### config.mk
export PLATFORM = sky130hd
export DESIGN_NAME = atmospheric_refraction_correct_core
export DESIGN_NICKNAME = d
export VERILOG_FILES = /design/src/hw/rtl/arc_pkg.sv /design/src/hw/rtl/atmospheric_refraction_correct_core.sv
export SDC_FILE = /design/constraint.sdc
export NUM_CORES = 2
export LEC_CHECK = 0
export BUFFER_PORTS_ARGS = -buffer_cell sky130_fd_sc_hd__buf_2
export CORE_ASPECT_RATIO = 0.75
export CORE_MARGIN = 2
export CORE_UTILIZATION = 40
export DETAILED_ROUTE_END_ITERATION = 8
export PLACE_DENSITY = 0.64
export SLEW_MARGIN = 20
export SYNTH_ARGS = -nofsm -noshare
export SYNTH_HDL_FRONTEND = slang
export SYNTH_SLANG_ARGS = --single-unit
### constraint.sdc
create_clock -name clk -period 12.1 [get_ports clk]
set_input_delay 0 -clock clk [delete_from_list [all_inputs] [get_ports clk]]
set_output_delay 0 -clock clk [all_outputs]
set_load 0.02 [all_outputs]
### src/hw/rtl/arc_pkg.sv
// Shared constants, types and arctangent table for the refraction corrector.
`timescale 1ns / 1ps

package arc_pkg;

  localparam int CORDIC_STEPS = 30;
  localparam int HW           = 28;   // internal altitude width, signed
  localparam int CW           = 34;   // CORDIC and angle width, signed
  localparam int DW           = 64;   // dividend / product width
  localparam int VW           = 42;   // divisor width

  localparam logic [DW-1:0] PI_Q30   = 64'd3373259426;
  localparam logic [31:0]   PI_HALF  = 32'd1686629713;
  localparam logic [31:0]   PI4_Q30  = 32'd843314857;
  // 180 * 2^24 = 45 * 2^26: shift by 26, then divide by 45 via reciprocal
  localparam logic [31:0]   RECIP45  = 32'd95443717;   // floor(2^32 / 45)
  localparam logic [DW-1:0] D45      = 64'd45;
  localparam logic [VW:0]   D45_R    = 43'd45;
  localparam logic signed [CW-1:0] C511 = 34'sd85731574;
  localparam logic [DW-1:0] C103_NUM = 64'd172805325 << 24;
  localparam logic signed [43:0] HD_MIN = -44'sd67108864;
  localparam logic signed [43:0] HD_MAX = 44'sd2181038080;

  localparam logic [0:0] REG_CRIT = 1'b0;

  typedef logic [31:0] atan_tab_t [CORDIC_STEPS];

  // Restoring unsigned division, used only while building constants
  function automatic logic [63:0] udiv_c(logic [63:0] n, logic [63:0] d);
    logic [63:0] q;
    logic [63:0] r;
    q = '0;
    r = '0;
    for (int b = 63; b >= 0; b--) begin
      r = {r[62:0], n[b]};
      if (r >= d) begin
        r    = r - d;
        q[b] = 1'b1;
      end
    end
    return q;
  endfunction

  // atan(2^-i) in Q30 from a truncated series in Q62
  function automatic atan_tab_t atan_table();
    atan_tab_t t;
    logic signed [63:0] sum;
    logic [63:0] term;
    int p;
    for (int i = 0; i < CORDIC_STEPS; i++) begin
      if (i == 0) begin
        t[i] = PI4_Q30;
      end else begin
        sum = '0;
        for (int k = 0; k < 32; k++) begin
          p = 62 - i * (2 * k + 1);
          if (p >= 0) begin
            term = udiv_c(64'd1 << p, 64'(2 * k + 1));
            if (k[0]) begin
              sum = sum - $signed(term);
            end else begin
              sum = sum + $signed(term);
            end
          end
        end
        t[i] = 32'((sum + 64'sd2147483648) >>> 32);
      end
    end
    return t;
  endfunction

endpackage

### src/hw/rtl/atmospheric_refraction_correct_core.sv
// Refraction corrector: sequencer around a serial multiplier, divider and CORDIC.
`timescale 1ns / 1ps

// Channel  | Ports                                   | Direction
// in       | in_valid, in_ready, in_cmd, in_altitude_in | item in
// out      | out_valid, out_ready, out_altitude_out, out_not_converged | result out
// cfg      | APB write/read of critical_altitude at byte address 0 | config
//
// One correction runs two 64-bit divisions, two 32-bit multiplies, a quotient fix-up
// and 30 CORDIC rotations; a linear-branch correction runs one multiply and one division.
// Forward items take the critical correction plus one correction;
// inverse items take the critical correction plus up to MAX_ITER corrections.
// in_ready is high only while idle; a result holds on out_* until its beat is taken.
// rst_n is synchronous; it clears the sequencer and restores critical_altitude.

module atmospheric_refraction_correct_core #(
  parameter int MAX_ITER  = 16,
  parameter int FRAC_BITS = 16
) (
  input  logic        clk,
  input  logic        rst_n,
  input  logic        in_valid,
  output logic        in_ready,
  input  logic        in_cmd,
  input  logic signed [23:0] in_altitude_in,
  output logic        out_valid,
  input  logic        out_ready,
  output logic signed [23:0] out_altitude_out,
  output logic        out_not_converged,
  input  logic        cfg_psel,
  input  logic        cfg_penable,
  input  logic        cfg_pwrite,
  input  logic [2:0]  cfg_paddr,
  input  logic [31:0] cfg_pwdata,
  output logic [31:0] cfg_prdata,
  output logic        cfg_pready
);

  localparam int HW = arc_pkg::HW;
  localparam int CW = arc_pkg::CW;
  localparam int DW = arc_pkg::DW;
  localparam int VW = arc_pkg::VW;
  localparam int SH = 24 - FRAC_BITS;
  localparam int NW = $clog2(MAX_ITER + 1);
  localparam longint ONE_F = 64'sd1 << FRAC_BITS;
  localparam longint TOL_L = (ONE_F + 5000) / 10000;
  localparam logic signed [CW-1:0] TOL_V    = CW'(TOL_L);
  localparam logic signed [CW-1:0] F90      = CW'(90 * ONE_F);
  localparam logic signed [CW-1:0] CRIT_MIN = CW'(-4 * ONE_F);
  localparam logic signed [CW-1:0] CRIT_MAX = CW'(90 * ONE_F);
  localparam logic [23:0] CRIT_RST = 24'(-ONE_F);
  localparam logic [NW-1:0] LAST_ITER = NW'(MAX_ITER - 1);
  localparam logic signed [HW-1:0] OUT_MIN = -HW'(28'sd8388608);
  localparam logic signed [HW-1:0] OUT_MAX = HW'(28'sd8388607);
  localparam arc_pkg::atan_tab_t ATAN = arc_pkg::atan_table();

  typedef enum logic [15:0] {
    S_IDLE  = 16'b0000000000000001,
    S_HD    = 16'b0000000000000010,
    S_DIV   = 16'b0000000000000100,
    S_Q     = 16'b0000000000001000,
    S_MUL   = 16'b0000000000010000,
    S_XR0   = 16'b0000000000100000,
    S_XR    = 16'b0000000001000000,
    S_ROT   = 16'b0000000010000000,
    S_FIN   = 16'b0000000100000000,
    S_CEND  = 16'b0000001000000000,
    S_DELTA = 16'b0000010000000000,
    S_LDIV  = 16'b0000100000000000,
    S_APPLY = 16'b0001000000000000,
    S_OUT   = 16'b0010000000000000,
    S_XRC   = 16'b0100000000000000,
    S_XRF   = 16'b1000000000000000
  } state_t;

  state_t state_r, state_nxt, ret_r, ret_nxt;
  logic [23:0] crit_reg_r;
  logic cmd_r, cmd_nxt, neg_r, neg_nxt, sign_r, sign_nxt, ccph_r, ccph_nxt;
  logic signed [HW-1:0] alt_r, alt_nxt, h0_r, h0_nxt, harg_r, harg_nxt;
  logic signed [HW-1:0] crit_r, crit_nxt, cc_r, cc_nxt, delta_r, delta_nxt;
  logic signed [CW-1:0] hd_r, hd_nxt, cx_r, cx_nxt, cy_r, cy_nxt, z_r, z_nxt;
  logic [DW-1:0] dq_r, dq_nxt, mc_r, mc_nxt, prod_r, prod_nxt;
  logic [31:0] mp_r, mp_nxt;
  logic [VW:0] rem_r, rem_nxt;
  logic [VW-1:0] dvs_r, dvs_nxt;
  logic [5:0] cnt_r, cnt_nxt;
  logic [4:0] rot_r, rot_nxt;
  logic [NW-1:0] n_r, n_nxt;
  logic signed [23:0] oalt_r, oalt_nxt;
  logic onc_r, onc_nxt;

  // Working values of the sequencer steps
  logic signed [CW-1:0] crit_c, hp, lin_d, qsum, dx, dy, at, cxn, step, cq, cv;
  logic signed [43:0] hs, hd_c;
  logic [CW-1:0] mag;
  logic [VW:0] tr;
  logic ge;
  logic [VW-1:0] dd;
  logic [31:0] xr;
  logic [DW-1:0] xe, xrm;
  logic signed [HW-1:0] res, h1, rsat;

  // Configuration register
  always_ff @(posedge clk) begin
    if (!rst_n) begin
      crit_reg_r <= CRIT_RST;
    end else if (cfg_psel && cfg_penable && cfg_pwrite && cfg_pready &&
                 (cfg_paddr[2] == arc_pkg::REG_CRIT)) begin
      crit_reg_r <= cfg_pwdata[23:0];
    end
  end

  assign cfg_pready = 1'b1;
  assign cfg_prdata = 32'($signed(crit_reg_r));

  // Sequencer and shared datapath
  always_comb begin
    state_nxt = state_r;  ret_nxt = ret_r;   cmd_nxt = cmd_r;   neg_nxt = neg_r;
    sign_nxt = sign_r;    ccph_nxt = ccph_r; alt_nxt = alt_r;   h0_nxt = h0_r;
    harg_nxt = harg_r;    crit_nxt = crit_r; cc_nxt = cc_r;     delta_nxt = delta_r;
    hd_nxt = hd_r;        cx_nxt = cx_r;     cy_nxt = cy_r;     z_nxt = z_r;
    dq_nxt = dq_r;        mc_nxt = mc_r;     prod_nxt = prod_r; mp_nxt = mp_r;
    rem_nxt = rem_r;      dvs_nxt = dvs_r;   cnt_nxt = cnt_r;   rot_nxt = rot_r;
    n_nxt = n_r;          oalt_nxt = oalt_r; onc_nxt = onc_r;

    crit_c = CW'($signed(crit_reg_r));
    if (crit_c < CRIT_MIN) crit_c = CRIT_MIN;
    if (crit_c > CRIT_MAX) crit_c = CRIT_MAX;
    hs = 44'(harg_r) <<< SH;
    hd_c = hs;
    if (hs < arc_pkg::HD_MIN) hd_c = arc_pkg::HD_MIN;
    if (hs > arc_pkg::HD_MAX) hd_c = arc_pkg::HD_MAX;
    tr    = {rem_r[VW-1:0], dq_r[DW-1]};
    ge    = tr >= {1'b0, dvs_r};
    qsum  = hd_r + $signed({2'b00, dq_r[31:0]});
    xr    = dq_r[31:0];
    xe    = prod_r >> 32;
    xrm   = dq_r - xe * arc_pkg::D45;
    dx    = cy_r >>> rot_r;
    dy    = cx_r >>> rot_r;
    at    = $signed({2'b00, ATAN[rot_r]});
    cxn   = neg_r ? -cx_r : cx_r;
    mag   = cxn[CW-1] ? CW'(-cxn) : CW'(cxn);
    dd    = VW'(cy_r) * VW'(1000);
    hp    = CW'(h0_r) + F90;
    lin_d = CW'(crit_r) + F90;
    cq    = $signed({{(CW-HW+1){1'b0}}, dq_r[HW-2:0]});
    cv    = sign_r ? -cq : cq;
    res   = alt_r + delta_r;
    h1    = alt_r - delta_r;
    step  = CW'(h1) - CW'(h0_r);
    if (step < 0) step = -step;
    rsat  = cmd_r ? h1 : res;
    if (rsat < OUT_MIN) rsat = OUT_MIN;
    if (rsat > OUT_MAX) rsat = OUT_MAX;

    unique case (state_r)
      S_IDLE: begin
        if (in_valid) begin
          cmd_nxt   = in_cmd;
          alt_nxt   = HW'(in_altitude_in);
          crit_nxt  = HW'(crit_c);
          harg_nxt  = HW'(crit_c);
          ccph_nxt  = 1'b1;
          n_nxt     = '0;
          state_nxt = S_HD;
        end
      end
      // Clamp the angle and start q = C103 / (h + C511)
      S_HD: begin
        hd_nxt    = CW'(hd_c);
        dq_nxt    = arc_pkg::C103_NUM;
        rem_nxt   = '0;
        dvs_nxt   = VW'(CW'(hd_c) + arc_pkg::C511);
        cnt_nxt   = 6'd63;
        ret_nxt   = S_Q;
        state_nxt = S_DIV;
      end
      // One quotient bit per cycle
      S_DIV: begin
        dq_nxt  = {dq_r[DW-2:0], ge};
        rem_nxt = ge ? (tr - {1'b0, dvs_r}) : tr;
        cnt_nxt = cnt_r - 6'd1;
        if (cnt_r == 6'd0) state_nxt = ret_r;
      end
      S_Q: begin
        mp_nxt    = qsum[31:0];
        mc_nxt    = arc_pkg::PI_Q30;
        prod_nxt  = '0;
        cnt_nxt   = 6'd31;
        ret_nxt   = S_XR0;
        state_nxt = S_MUL;
      end
      // One multiplier bit per cycle
      S_MUL: begin
        if (mp_r[0]) prod_nxt = prod_r + mc_r;
        mc_nxt  = {mc_r[DW-2:0], 1'b0};
        mp_nxt  = {1'b0, mp_r[31:1]};
        cnt_nxt = cnt_r - 6'd1;
        if (cnt_r == 6'd0) state_nxt = ret_r;
      end
      // Drop 26 bits, then estimate the quotient by 45 with a reciprocal
      S_XR0: begin
        dq_nxt    = prod_r >> 26;
        mc_nxt    = prod_r >> 26;
        mp_nxt    = arc_pkg::RECIP45;
        prod_nxt  = '0;
        cnt_nxt   = 6'd31;
        ret_nxt   = S_XRC;
        state_nxt = S_MUL;
      end
      // Take the estimate, which never exceeds the true quotient
      S_XRC: begin
        dq_nxt    = xe;
        rem_nxt   = xrm[VW:0];
        state_nxt = S_XRF;
      end
      // Advance the quotient until the remainder is below 45
      S_XRF: begin
        if (rem_r >= arc_pkg::D45_R) begin
          rem_nxt = rem_r - arc_pkg::D45_R;
          dq_nxt  = dq_r + DW'(1);
        end else begin
          state_nxt = S_XR;
        end
      end
      // Fold the angle into the first quadrant
      S_XR: begin
        if (xr > arc_pkg::PI_HALF) begin
          z_nxt   = CW'(arc_pkg::PI_Q30) - $signed({2'b00, xr});
          neg_nxt = 1'b1;
        end else begin
          z_nxt   = $signed({2'b00, xr});
          neg_nxt = 1'b0;
        end
        cx_nxt    = CW'(34'sd1073741824);
        cy_nxt    = '0;
        rot_nxt   = '0;
        state_nxt = S_ROT;
      end
      S_ROT: begin
        if (!z_r[CW-1]) begin
          cx_nxt = cx_r - dx;
          cy_nxt = cy_r + dy;
          z_nxt  = z_r - at;
        end else begin
          cx_nxt = cx_r + dx;
          cy_nxt = cy_r - dy;
          z_nxt  = z_r + at;
        end
        rot_nxt = rot_r + 5'd1;
        if (rot_r == 5'(arc_pkg::CORDIC_STEPS - 1)) state_nxt = S_FIN;
      end
      // Start 17 * cx / (1000 * cy), rounded half away from zero; zero when cy <= 0
      S_FIN: begin
        if (cy_r <= 0) begin
          dq_nxt    = '0;
          sign_nxt  = 1'b0;
          state_nxt = S_CEND;
        end else begin
          sign_nxt  = cxn[CW-1];
          dq_nxt    = ((DW'(mag) * DW'(17)) << FRAC_BITS) + DW'(dd >> 1);
          dvs_nxt   = dd;
          rem_nxt   = '0;
          cnt_nxt   = 6'd63;
          ret_nxt   = S_CEND;
          state_nxt = S_DIV;
        end
      end
      S_CEND: begin
        if (ccph_r) begin
          cc_nxt    = HW'(cv);
          ccph_nxt  = 1'b0;
          h0_nxt    = alt_r;
          state_nxt = S_DELTA;
        end else begin
          delta_nxt = HW'(cv);
          state_nxt = S_APPLY;
        end
      end
      // Pick the formula or the linear extrapolation
      S_DELTA: begin
        if (h0_r > crit_r) begin
          harg_nxt  = h0_r;
          state_nxt = S_HD;
        end else begin
          mc_nxt    = DW'(hp[CW-1] ? CW'(-hp) : hp);
          mp_nxt    = 32'(cc_r[HW-1] ? HW'(-cc_r) : cc_r);
          sign_nxt  = hp[CW-1] ^ cc_r[HW-1];
          prod_nxt  = '0;
          cnt_nxt   = 6'd31;
          ret_nxt   = S_LDIV;
          state_nxt = S_MUL;
        end
      end
      S_LDIV: begin
        dq_nxt    = prod_r + DW'(lin_d[CW-2:0] >> 1);
        dvs_nxt   = VW'(lin_d[CW-2:0]);
        rem_nxt   = '0;
        cnt_nxt   = 6'd63;
        ret_nxt   = S_CEND;
        state_nxt = S_DIV;
      end
      // Finish forward items, or test the inverse step
      S_APPLY: begin
        oalt_nxt = 24'(rsat);
        onc_nxt  = 1'b0;
        if (!cmd_r || step <= TOL_V) begin
          state_nxt = S_OUT;
        end else if (n_r == LAST_ITER) begin
          onc_nxt   = 1'b1;
          state_nxt = S_OUT;
        end else begin
          h0_nxt    = h1;
          n_nxt     = n_r + NW'(1);
          state_nxt = S_DELTA;
        end
      end
      S_OUT: begin
        if (out_ready) state_nxt = S_IDLE;
      end
      default: state_nxt = S_IDLE;
    endcase
  end

  // Control state
  always_ff @(posedge clk) begin
    if (!rst_n) begin
      state_r <= S_IDLE;
      ret_r   <= S_IDLE;
      ccph_r  <= 1'b0;
      n_r     <= '0;
      cnt_r   <= '0;
      rot_r   <= '0;
    end else begin
      state_r <= state_nxt;
      ret_r   <= ret_nxt;
      ccph_r  <= ccph_nxt;
      n_r     <= n_nxt;
      cnt_r   <= cnt_nxt;
      rot_r   <= rot_nxt;
    end
  end

  // Datapath registers
  always_ff @(posedge clk) begin
    cmd_r <= cmd_nxt;   neg_r <= neg_nxt;     sign_r <= sign_nxt;
    alt_r <= alt_nxt;   h0_r <= h0_nxt;       harg_r <= harg_nxt;
    crit_r <= crit_nxt; cc_r <= cc_nxt;       delta_r <= delta_nxt;
    hd_r <= hd_nxt;     cx_r <= cx_nxt;       cy_r <= cy_nxt;
    z_r <= z_nxt;       dq_r <= dq_nxt;       mc_r <= mc_nxt;
    prod_r <= prod_nxt; mp_r <= mp_nxt;       rem_r <= rem_nxt;
    dvs_r <= dvs_nxt;   oalt_r <= oalt_nxt;   onc_r <= onc_nxt;
  end

  assign in_ready          = (state_r == S_IDLE);
  assign out_valid         = (state_r == S_OUT);
  assign out_altitude_out  = oalt_r;
  assign out_not_converged = onc_r;

`ifndef ASSERT_OFF
  a_no_overlap: assert property (@(posedge clk) disable iff (!rst_n)
    out_valid |-> !in_ready) else $error("result beat while taking input");
  a_busy_after_accept: assert property (@(posedge clk) disable iff (!rst_n)
    (in_valid && in_ready) |=> !in_ready) else $error("input taken twice");
  a_fwd_converged: assert property (@(posedge clk) disable iff (!rst_n)
    (out_valid && out_not_converged) |-> cmd_r) else $error("forward flagged");
  a_rot_range: assert property (@(posedge clk) disable iff (!rst_n)
    (state_r == S_ROT) |-> (rot_r < 5'(arc_pkg::CORDIC_STEPS)))
    else $error("rotation index out of range");
`endif

endmodule
==> impl_metrics.env <==
export IMPL_setup_tns_final_ns=0
export IMPL_crit_type="register to register"
export IMPL_drive_gt1_share_pct=7.10
export IMPL_avgSynthCellArea_um2=8.87
export IMPL_grt_pass1_wl_mm=390
export IMPL_core_region_area_um2=183000
export IMPL_final_util_pct=44.1
export IMPL_slew_headroom_pct=20.7
export IMPL_status="finished, violations left"
export IMPL_worstPathMaxFanout=11
export IMPL_globalRouteOverflowTotal=0
export IMPL_grt_max_degree=88
export IMPL_hold_viol=0
export IMPL_endpoint_kind="register"
export IMPL_synth_warnings=0
export IMPL_wl_met3_mm=33.0
export IMPL_clock_path_buffers=3
export IMPL_cts_tree="yes"
export IMPL_synth_common_cells="nand2_1 (752), ha_1 (693), nor2_1 (681)"
export IMPL_drtIter0Drc=8103
export IMPL_finalSetupViolCount=0
export IMPL_ir_worst_vdd_mv=0.113
export IMPL_synthesis_nets=9316
export IMPL_synthTopCellsByArea="edfxtp_1 (25%), ha_1 (12%), fa_1 (6.3%)"
export IMPL_hp_class="input pin to register"
export IMPL_initial_core_util_pct=40.3
export IMPL_max_cap_viol_count=0
export IMPL_area_growth_pct=9.52
export IMPL_p_leak_nw=31.4
export IMPL_dp_hpwl_mm=201
export IMPL_synth_seq_cells=686
export IMPL_drv_slew=0
export IMPL_wl_per_cell_um=24.2
export IMPL_holdWs_ns=0.0355
export IMPL_violations="DRC"
export IMPL_gr_usage_all_layers_pct=27.0
export IMPL_rsz0062_at_grt="no"
export IMPL_gp_congestion=1.01
export IMPL_worstMarginPinSlew_ns=1.19
export IMPL_rows=136
export IMPL_numCtsBuffers=81
export IMPL_synth_most_common_cell="nand2_1"
export IMPL_routed_wl_mm=262
export IMPL_top_layer="met5"
export IMPL_min_period_over_period_pct=73.8
export IMPL_crit_slowest_cell="edfxtp_1"
export IMPL_drtAntennaViolNets=0
export IMPL_cp_data_arrival_time_ns=9.54
export IMPL_syn_area_um2=73800
export IMPL_port_buffers=115
export IMPL_htreeDepth=3
export IMPL_cts_root_buffer="clkbuf_16"
export IMPL_clk_pin_slew_ns=0.06
export IMPL_first_pass_iters=9
export IMPL_io_pins=127
export IMPL_synth_top_cell_by_area="edfxtp_1"
export IMPL_critical_path_most_common_cell="fa_1"
export IMPL_worstSetupStartpointType="register"
export IMPL_ys_async_sr_fraction_pct=0
export IMPL_antenna_found_initial=7
export IMPL_synth_cell_types=114
export IMPL_min_period_ns=8.93
export IMPL_critPathBufInv=3
export IMPL_required_ns=12.71
export IMPL_fmax_mhz=112
export IMPL_powerDensity_nw_per_um2=131
export IMPL_met2_length_mm=102
export IMPL_routed_via_density=6.12
export IMPL_cts_sinks=686
export IMPL_dieArea_um2=188000
export IMPL_clock_latency_ns=0.76
export IMPL_ys_seq_area_share_pct=27.0
export IMPL_drcViolationCount=1
export IMPL_path_delay_family="compound AO/OA/AOI/OAI gates"
export IMPL_synth_edf_count=623
export IMPL_wl_met1_mm=119
export IMPL_via_count=66300
export IMPL_synth_top_cell_area_share_pct=25.3
export IMPL_grt_pass1_vias=61600
export IMPL_fin_nets=9349
export IMPL_die_w_um=500
export IMPL_fin_skew_ns=0.0569
export IMPL_synth_cells=8325
export IMPL_crit_path_max_incr_delay_ns=0.64
export IMPL_fp_dieH_um=376
export IMPL_synth_ff_type="edfxtp_1"
## power breakdown
part	internal, mW	switching [mW]	leakage [nW]
clock network	1.63	1.22	1.43
logic	1.62	2.97	24.1
registers	2.93	0.256	5.95
## kinds of logic (layout without fill, tap and decap cells)
logic type | after synthesis | after routing | share of synthesized area [%]
compound gates | 2272 | 2272 | 20.0
xor+xnor | 814 | 814 | 9.69
fa+ha+maj | 924 | 924 | 18.0
buf+inv | 832 | 934 | 4.43
flops | 686 | 686 | 27.0
mux | 170 | 170 | 3.71
other cells | 1 | 3 | 0.00508
simple gates | 2626 | 2626 | 17.2
## tightest hold or removal path, stage by stage
cell,delay (ns)
dlygate4sd3_1,0.53
buf_2,0.12
nand2_1,0.05
a21oi_1,0.05
## cells in the final DEF, fill, tap and decap left out, drive strengths merged, types with 231 or more instances in the layout
cell / n
o21ai: 555
a21oi: 598
ha: 693
xor2: 320
nor2: 681
xnor2: 494
edfxtp: 623
inv: 479
nand2: 752
fa: 231
## final timing paths
check | from | to | slack (ns) | depth (start not counted)
setup / recovery | cy_r[3] | dq_r[52] | 3.17 | 31
hold / removal | cfg_pwdata[0] | crit_reg_r[0] | 0.04 | 4
setup reg to reg | cy_r[3] | dq_r[52] | 3.17 | 31
hold reg to reg | ret_r[9] | ret_r[9] | 0.45 | 2
## metrics by stage
stage	instance area [µm²]	setup slack (ns)	power (mW)	std cells
2_1_floorplan	73800	1.99	6.20	8325
3_3_place_gp	76900	3.24	7.55	10600
3_5_place_dp	76900	3.21	7.60	10600
4_1_cts	80800	3.15	10.5	10800
5_1_grt	80900	2.49	11.1	10800
6_report	80900	3.17	10.6	10800
## repair_timing
item,CTS,global route
hold buffers,95,0
buffers inserted,0,0
hold endpoints to repair,63,0
resized for setup,0,0
setup endpoints to repair,0,0
## registers in the layout (all words and copies together) (netlist names), 6 cells and up
register,cells
cc_r,28
ret_r,6
harg_r,28
mp_r,32
delta_r,28
prod_r,64
mc_r,64
crit_reg_r,24
hd_r,24
cnt_r,6
dq_r,64
dvs_r,42
h0_r,28
state_r,16
cx_r,34
crit_r,24
cy_r,34
rem_r,43
out_altitude_out,24
z_r,34
alt_r,24
## metal layers
| metal | global-route usage (%) | up-vias |
|---|---|---|
| met1 | 40.2 | 32100 |
| li1 | - | 30500 |
| met4 | 7.48 | 6 |
| met2 | 36.7 | 3268 |
| met3 | 8.82 | 449 |
| met5 | 0 | - |
## layout make-up
type / count / area (µm²)
fill: 17700 / 102000
timing repair buffer: 310 / 2280
inverter: 472 / 1770
clock buffer: 95 / 2150
multi-input combinational: 6807 / 50800
sequential: 686 / 20000
tap: 2415 / 3020
antenna: 2 / 5.00
clock inverter: 57 / 866
No activity file was read; power rests on OpenSTA's default activity.
